$ cat src/hw/rtl/dpt_pkg.sv
package dpt_pkg;

  // Default number of lease slots.
  localparam int unsigned TableDepthDefault = 64;

  // Location codes.
  localparam logic [1:0] PlacePool0 = 2'd0;
  localparam logic [1:0] PlacePool1 = 2'd1;
  localparam logic [1:0] PlaceHost  = 2'd2;

  // Action codes.
  localparam logic [2:0] ActPlace    = 3'd0;
  localparam logic [2:0] ActRedirect = 3'd1;
  localparam logic [2:0] ActRebal    = 3'd2;
  localparam logic [2:0] ActFault    = 3'd3;
  localparam logic [2:0] ActFail     = 3'd4;
  localparam logic [2:0] ActQuery    = 3'd5;

  // Configuration register indexes.
  localparam logic [1:0] CfgBudget0   = 2'd0;
  localparam logic [1:0] CfgBudget1   = 2'd1;
  localparam logic [1:0] CfgThreshold = 2'd2;
  localparam logic [1:0] CfgEnabled   = 2'd3;

  // Q1.16 utilisation constants.
  localparam logic [16:0] UtilOne = 17'h10000;
  localparam logic [16:0] UtilMax = 17'h1FFFF;
  localparam logic [16:0] ThresholdReset = 17'd6554;

  // One entry of the lease table.
  typedef struct packed {
    logic [31:0] tag;
    logic [47:0] nbytes;
    logic [1:0]  place;
    logic [31:0] lease;
  } slot_t;

  // Byte usage counters.
  typedef struct packed {
    logic [47:0] p0;
    logic [47:0] p1;
    logic [47:0] host;
  } usage_t;

  // Divider request and response.
  typedef struct packed {
    logic        start;
    logic [47:0] used;
    logic [47:0] budget;
  } div_req_t;

  typedef struct packed {
    logic        done;
    logic [16:0] quot;
  } div_rsp_t;

  // One result item.
  typedef struct packed {
    logic        ok;
    logic [31:0] lease;
    logic [1:0]  now;
    logic [1:0]  prior;
    logic [47:0] moved;
    logic        oom;
    logic [47:0] p0;
    logic [47:0] p1;
    logic [47:0] host;
    logic [6:0]  count;
    logic        balanced;
  } result_t;

  function automatic logic [47:0] sat_add(logic [47:0] a, logic [47:0] b);
    logic [48:0] s;
    s = {1'b0, a} + {1'b0, b};
    return s[48] ? 48'hFFFF_FFFF_FFFF : s[47:0];
  endfunction

  function automatic logic [47:0] sat_sub(logic [47:0] a, logic [47:0] b);
    return (a > b) ? (a - b) : 48'd0;
  endfunction

  // A block fits when used plus bytes stays within the budget.
  function automatic logic fits(logic [47:0] used, logic [47:0] b, logic [47:0] budget);
    return ({1'b0, used} + {1'b0, b}) <= {1'b0, budget};
  endfunction

  function automatic logic [47:0] used_of(usage_t u, logic [1:0] p);
    logic [47:0] r;
    case (p)
      PlacePool0: r = u.p0;
      PlacePool1: r = u.p1;
      default:    r = u.host;
    endcase
    return r;
  endfunction

  function automatic logic [47:0] budget_of(logic [1:0] p, logic [47:0] b0, logic [47:0] b1);
    logic [47:0] r;
    case (p)
      PlacePool0: r = b0;
      PlacePool1: r = b1;
      default:    r = 48'd0;
    endcase
    return r;
  endfunction

  function automatic usage_t usage_sub(usage_t u, logic [1:0] p, logic [47:0] b);
    usage_t r;
    r = u;
    case (p)
      PlacePool0: r.p0 = sat_sub(u.p0, b);
      PlacePool1: r.p1 = sat_sub(u.p1, b);
      default:    r.host = sat_sub(u.host, b);
    endcase
    return r;
  endfunction

  function automatic usage_t usage_add(usage_t u, logic [1:0] p, logic [47:0] b);
    usage_t r;
    r = u;
    case (p)
      PlacePool0: r.p0 = sat_add(u.p0, b);
      PlacePool1: r.p1 = sat_add(u.p1, b);
      default:    r.host = sat_add(u.host, b);
    endcase
    return r;
  endfunction

  // Release the bytes at the source, then account them at the destination.
  function automatic usage_t usage_move(usage_t u, logic [1:0] src, logic [1:0] dst,
                                        logic [47:0] b);
    return usage_add(usage_sub(u, src, b), dst, b);
  endfunction

endpackage

$ cat src/hw/rtl/dpt_util_div.sv
module dpt_util_div (
  input  logic              clk_i,
  input  logic              rst_ni,
  input  dpt_pkg::div_req_t req_i,
  output dpt_pkg::div_rsp_t rsp_o
);

  logic        busy_q, busy_d;
  logic        done_q, done_d;
  logic [4:0]  step_q, step_d;
  logic [47:0] rem_q, rem_d;
  logic [47:0] bud_q, bud_d;
  logic        lsb_q, lsb_d;
  logic [16:0] quot_q, quot_d;
  logic [48:0] trial;
  logic        ge;
  logic [48:0] diff;

  // One quotient bit per cycle; only bit sixteen of the dividend is non-zero below.
  always_comb begin
    trial = {rem_q, (step_q == 5'd16) ? lsb_q : 1'b0};
    ge    = trial >= {1'b0, bud_q};
    diff  = ge ? (trial - {1'b0, bud_q}) : trial;
  end

  always_comb begin
    busy_d = busy_q;
    done_d = 1'b0;
    step_d = step_q;
    rem_d  = rem_q;
    bud_d  = bud_q;
    lsb_d  = lsb_q;
    quot_d = quot_q;
    if (req_i.start) begin
      // A quotient of two or more saturates at once.
      if ({1'b0, req_i.used} >= {req_i.budget, 1'b0}) begin
        quot_d = dpt_pkg::UtilMax;
        done_d = 1'b1;
        busy_d = 1'b0;
      end else begin
        rem_d  = {1'b0, req_i.used[47:1]};
        lsb_d  = req_i.used[0];
        bud_d  = req_i.budget;
        step_d = 5'd16;
        quot_d = '0;
        busy_d = 1'b1;
      end
    end else if (busy_q) begin
      quot_d = {quot_q[15:0], ge};
      rem_d  = diff[47:0];
      if (step_q == 5'd0) begin
        busy_d = 1'b0;
        done_d = 1'b1;
      end else begin
        step_d = step_q - 5'd1;
      end
    end
  end

  always_ff @(posedge clk_i or negedge rst_ni) begin
    if (!rst_ni) begin
      busy_q <= 1'b0;
      done_q <= 1'b0;
      step_q <= '0;
      rem_q  <= '0;
      bud_q  <= '0;
      lsb_q  <= 1'b0;
      quot_q <= '0;
    end else begin
      busy_q <= busy_d;
      done_q <= done_d;
      step_q <= step_d;
      rem_q  <= rem_d;
      bud_q  <= bud_d;
      lsb_q  <= lsb_d;
      quot_q <= quot_d;
    end
  end

  assign rsp_o.done = done_q;
  assign rsp_o.quot = quot_q;

endmodule

$ cat config.mk
export PLATFORM = sky130hd
export DESIGN_NAME = dpt_util_div
export DESIGN_NICKNAME = d
export VERILOG_FILES = /design/src/hw/rtl/dpt_pkg.sv /design/src/hw/rtl/dpt_util_div.sv
export SDC_FILE = /design/constraint.sdc
export NUM_CORES = 1
export LEC_CHECK = 0
export ABC_AREA = 1
export BUFFER_PORTS_ARGS = -buffer_cell sky130_fd_sc_hd__buf_2
export CAP_MARGIN = 20
export CORE_ASPECT_RATIO = 1.1
export CORE_UTILIZATION = 50
export DETAILED_ROUTE_END_ITERATION = 12
export GPL_TIMING_DRIVEN = 1
export HOLD_SLACK_MARGIN = 0.15
export PLACE_DENSITY = 0.7
export SLEW_MARGIN = 15
export SYNTH_ARGS = -nofsm -noshare
export SYNTH_HDL_FRONTEND = slang
export SYNTH_SLANG_ARGS = --single-unit
export TNS_END_PERCENT = 1
$ cat constraint.sdc
create_clock -name clk_i -period 2.8 [get_ports clk_i]
set_input_delay 0.14 -clock clk_i [delete_from_list [all_inputs] [get_ports clk_i]]
set_output_delay 0.14 -clock clk_i [all_outputs]
set_load 0.02 [all_outputs]
[Yosys cells after proc, flatten, opt, wreduce, memory -nomap -nowiden]
Cells that the tools add are included.
Operators by class
  bitwise logic cells: 1
  order comparisons: 2
  equal/unequal tests: 3
  reduce and logical (&&, ||, !) cells: 5
  multiplexer cells: 20
  add/sub/neg operators: 2
Operators with widths (count)
  two-way mux 48 bit: 4
  two-way mux 17 bit: 3
  >= comparator 48 x 49 -> 1 bit: 1
  >= comparator 49 x 48 -> 1 bit: 1
  subtractor 48 bit: 1
  two-way mux 5 bit: 4
  two-way mux 1 bit: 9
  == test 5 bit (second input constant): 1
  zero test 5 bit: 1
  subtractor 5 x 1 -> 5 bit (second input constant): 1
  != test 2 bit (second input constant): 2
  AND reduction 2 bit: 2
  AND reduction 3 bit: 1
  nonzero test 2 bit: 1
  NOT 1 bit: 1
Storage, ports and cells
  register bits after elaboration: 121
  output and inout bits: 18

[Longest topological paths before layout]
  depth in word-level cells: 6
  gate-level depth with buffers: 20
  gate-level depth less buffers: 20

[Worst setup path before layout]
No wires, ideal clock.
  kind: register to register
  start point: reg step_q[0]
  end point: reg rem_q[32]
  buffers on the path: 0
  cell stages (with the launch flop): 20
  data arrival time: 2312 ps
  library setup time: 116 ps
  path slack: 371 ps
  path through: dfrtp_1 -> inv_1 -> ha_1 -> nand4_1 -> ha_1 -> fa_1 -> inv_1 -> nand3_1 -> nand2_1 -> nand2_1 -> nand2_1 -> nand2_1 -> nand3_1 -> nand2_1 -> nand3_1 -> nand2_1 -> nand2_1 -> nand3_1 -> nand2_1 -> nand2_1
Between the ends
  word-level cells in the longest chain between the ends: 6
RTL lines
  start: declaration: RTL line dpt_util_div.sv:10  | logic [4:0] step_q, step_d;
  start signal: assignment: RTL line dpt_util_div.sv:72  | step_q <= step_d;
  == test 5 bit *: RTL line dpt_util_div.sv:21  | trial = {rem_q, (step_q == 5'd16) ? lsb_q : 1'b0};
  two-way mux 1 bit *: RTL line dpt_util_div.sv:21
  subtractor 48 bit / >= comparator 49 x 48 -> 1 bit (equally long branches): RTL line dpt_util_div.sv:23, dpt_util_div.sv:22
  two-way mux 48 bit *: RTL line dpt_util_div.sv:23  | diff = ge ? (trial - {1'b0, bud_q}) : trial;
  two-way mux 48 bit *: RTL line dpt_util_div.sv:48  | end else if (busy_q) begin
  two-way mux 48 bit *: RTL line dpt_util_div.sv:34  | if (req_i.start) begin
  end signal: assignment: RTL line dpt_util_div.sv:73  | rem_q <= rem_d;
  end: declaration: RTL line dpt_util_div.sv:11  | logic [47:0] rem_q, rem_d;
Mark *: on every way between the ends. The rest lies on a longest branch, timed or not. The select of a mux whose other input is x is not followed.
A chain may end at the register's enable or synchronous reset.

[Worst setup path in the final report]
  start point: reg rem_q[35]
  end point: reg rem_q[43]
Between the ends
  word-level cells in the longest chain between the ends: 4
RTL lines (RTL line)
  subtractor 48 bit / >= comparator 49 x 48 -> 1 bit (equally long branches): dpt_util_div.sv:23, dpt_util_div.sv:22
  two-way mux 48 bit *: dpt_util_div.sv:23
  two-way mux 48 bit *: dpt_util_div.sv:48
  two-way mux 48 bit *: dpt_util_div.sv:34
Marks and branches as above.

==> flow_metrics.tcl <==
set metrics [dict create \
    final_common_cell "nand2_1" \
    fp-row-count 58 \
    postSynthNetCount 2113 \
    utilization_pct 62.45 \
    drc 0 \
    dp_hpwl_um 30380 \
    dieArea_um2 23760 \
    area_growth_pct 22.98 \
    cts_tree "built" \
    cts.htree.levels 4 \
    arrival_ns 2.99 \
    grt_start_max_net_pins 86 \
    antenna_found_initial 0 \
    setup_ws_ns 0.1716 \
    seq_area_frac_synth_pct 26.17 \
    cp_max_fo 28 \
    grtUsageTotal_pct 34.47 \
    period_minus_slack_ns 2.628 \
    die_w_um 147.0 \
    clk-insertion-delay-late_ns 0.43 \
    pre_cts_slack_ns -0.03872 \
    wl_per_cell_um 16.60 \
    first_global_vias 12506 \
    routed_wl_um 40470 \
    finalNonFillerCells 2438 \
    worstSetupPathType "reg2reg" \
    drv_slew 0 \
    gp_congestion 1.011 \
    cts_buffer_depth 2 \
    path_clk_slew_ns 0.06 \
    synthesis.area_um2 11570 \
    ys_types 41 \
    outcome "finished clean" \
    cp-end-kind "flip-flop" \
    p_per_area_nw_per_um2 999.5 \
    power_mw 14.22 \
    dp_cells 2309 \
    drtIter0Drc 1133 \
    ys_warn_count 0 \
    start_util_pct 50.78 \
    cts_made_buffers 17 \
    tightest_slew_ns 0.6145 \
    fillers 2212 \
    io-pin-count 117 \
    vdd_drop_max_mv 0.4982 \
    antenna_left 0 \
    finClkSkew_ns 0.01789 \
    vias_per_cell 5.262 \
    cts_sinks 121 \
    drv_cap 0 \
    diodes 0 \
    layout_common_cells "743 x nand2_1, 350 x inv_1, 149 x nor2_1" \
    critPathRequiredTime_ns 3.16 \
    grt_pass1_wl_um 63930 \
    holdWs_ns 0.1854 \
    netlist_instances 1916 \
    hp-class "in2reg" \
    root_buffer "clkbuf_16" \
    period_share_pct 93.87 \
    nets 2322 \
    rsz0062_at_grt "no" \
    die_y_um 161.6 \
    coreArea_um2 22790 \
    setup_viol_count_final 0 \
    first_pass_iters 6 \
    final_hold_viol_count 0 \
    crit_path_start_kind "flip-flop" \
    port_buffers 116 \
    drive_above_1_share_pct 10.38 \
    overflow 0 \
    vias 12829 \
    power_leakage_nw 8.246 \
    max-slew-margin-rel_pct 58.99 \
    syn_area_per_cell_um2 6.039 \
    synth_seq_cells 121 \
    max_freq_mhz 380.5 \
]
[cells in the mapped netlist, drive strengths merged]
cell / instances / share of area [%]
and2: 1 / 0.054
or2: 1 / 0.054
nor4: 3 / 0.22
nand2: 747 / 24
clkbuf: 20 / 0.68
a31oi: 2 / 0.11
nor3: 8 / 0.39
nand3: 108 / 4.8
o21ai: 58 / 2.5
fa: 1 / 0.17
nand3b: 1 / 0.065
a21boi: 1 / 0.065
a21o: 2 / 0.13
clkinv: 1 / 0.032
a2bb2oi: 1 / 0.076
ha: 97 / 10
o221ai: 11 / 0.83
nor2: 158 / 5.3
xor2: 24 / 1.8
xnor2: 4 / 0.30
nand4: 90 / 4.9
o21bai: 5 / 0.32
buf: 40 / 2.1
dfrtp: 121 / 26
o211ai: 4 / 0.26
inv: 357 / 12
o21a: 3 / 0.19
a21oi: 47 / 2.1
[power breakdown]
| part | internal, mW | switching (mW) |
|---|---|---|
| combinational | 3.13 | 6.05 |
| sequential | 2.27 | 0.426 |
| clock | 1.35 | 0.999 |
[cells by family after synthesis]
logic type | synth area share [%]
flip-flops | 26.17
buffers and inverters | 14.40
AO/OA/AOI/OAI | 6.564
adder cells (fa/ha/maj) | 10.66
XOR/XNOR | 2.119
AND/OR/NAND/NOR | 40.08
[worst max-delay path: stages, from the launching register on]
cell	delay [ns]
dfrtp_1	0.40
ha_1	0.45
nand2_1	0.12
nor2_1	0.26
nand2_1	0.12
nor3_1	0.21
buf_4	0.16
nand3_2	0.14
nand3_2	0.18
buf_12	0.21
nand2_1	0.09
nand3_1	0.11
nand2_1	0.06
nand2_1	0.06
[metrics by stage]
stage	instance area [um2]	setup TNS, ns
floorplan	11570	0
global placement	12620	0
detailed placement	12620	-0.07137
CTS	14190	0
global route	14230	0
finish	14230	0
[path summary, 6_finish.rpt]
| check | startpoint | to | slack [ns] | cells after the start |
|---|---|---|---|---|
| setup / recovery | rem_q[35]$_DFFE_PN0P_ | rem_q[43]$_DFFE_PN0P_ | 0.17 | 13 |
| hold / removal | req_i[83] | rem_q[34]$_DFFE_PN0P_ | 0.19 | 5 |
| setup reg to reg | rem_q[35]$_DFFE_PN0P_ | rem_q[43]$_DFFE_PN0P_ | 0.17 | 13 |
| hold reg to reg | bud_q[15]$_DFFE_PN0P_ | bud_q[15]$_DFFE_PN0P_ | 0.48 | 2 |
| max in group asynchronous | rst_ni | bud_q[17]$_DFFE_PN0P_ | 1.91 | 3 |
| min in group asynchronous | rst_ni | bud_q[16]$_DFFE_PN0P_ | 0.28 | 3 |
[metal layers]
layer	global-route usage, %	vias to the layer above	part of all wire (%)
met5	0	-	0
met4	10.31	0	2.7
met3	4.294	88	6.1
met2	56.95	463	46
met1	46.90	5902	45
li1	-	6376	-
[sequential cells by signal (all words and copies together) (netlist names)]
name and cells:
bud_q 48, busy_q 1, done_q 1, lsb_q 1, quot_q 17, rem_q 48, step_q 5
[area by class of cell]
type,count,area (um2),area share (%)
Clock inverter,15,177.7,1.249
Timing Repair Buffer,250,1943,13.66
Sequential cell,121,3028,21.28
Inverter,358,1344,9.443
Tap cell,300,375.4,2.638
Multi-Input combinational cell,1377,6937,48.75
Clock buffer,17,425.4,2.990
[repair_timing]
item,CTS,global route
gates resized for setup,3,11
setup buffers,0,2
hold endpoints to repair,214,0
pin swaps,0,2
hold buffers,95,0
endpoints found under the setup margin,2,26
Power figures use the tool's default switching activity.
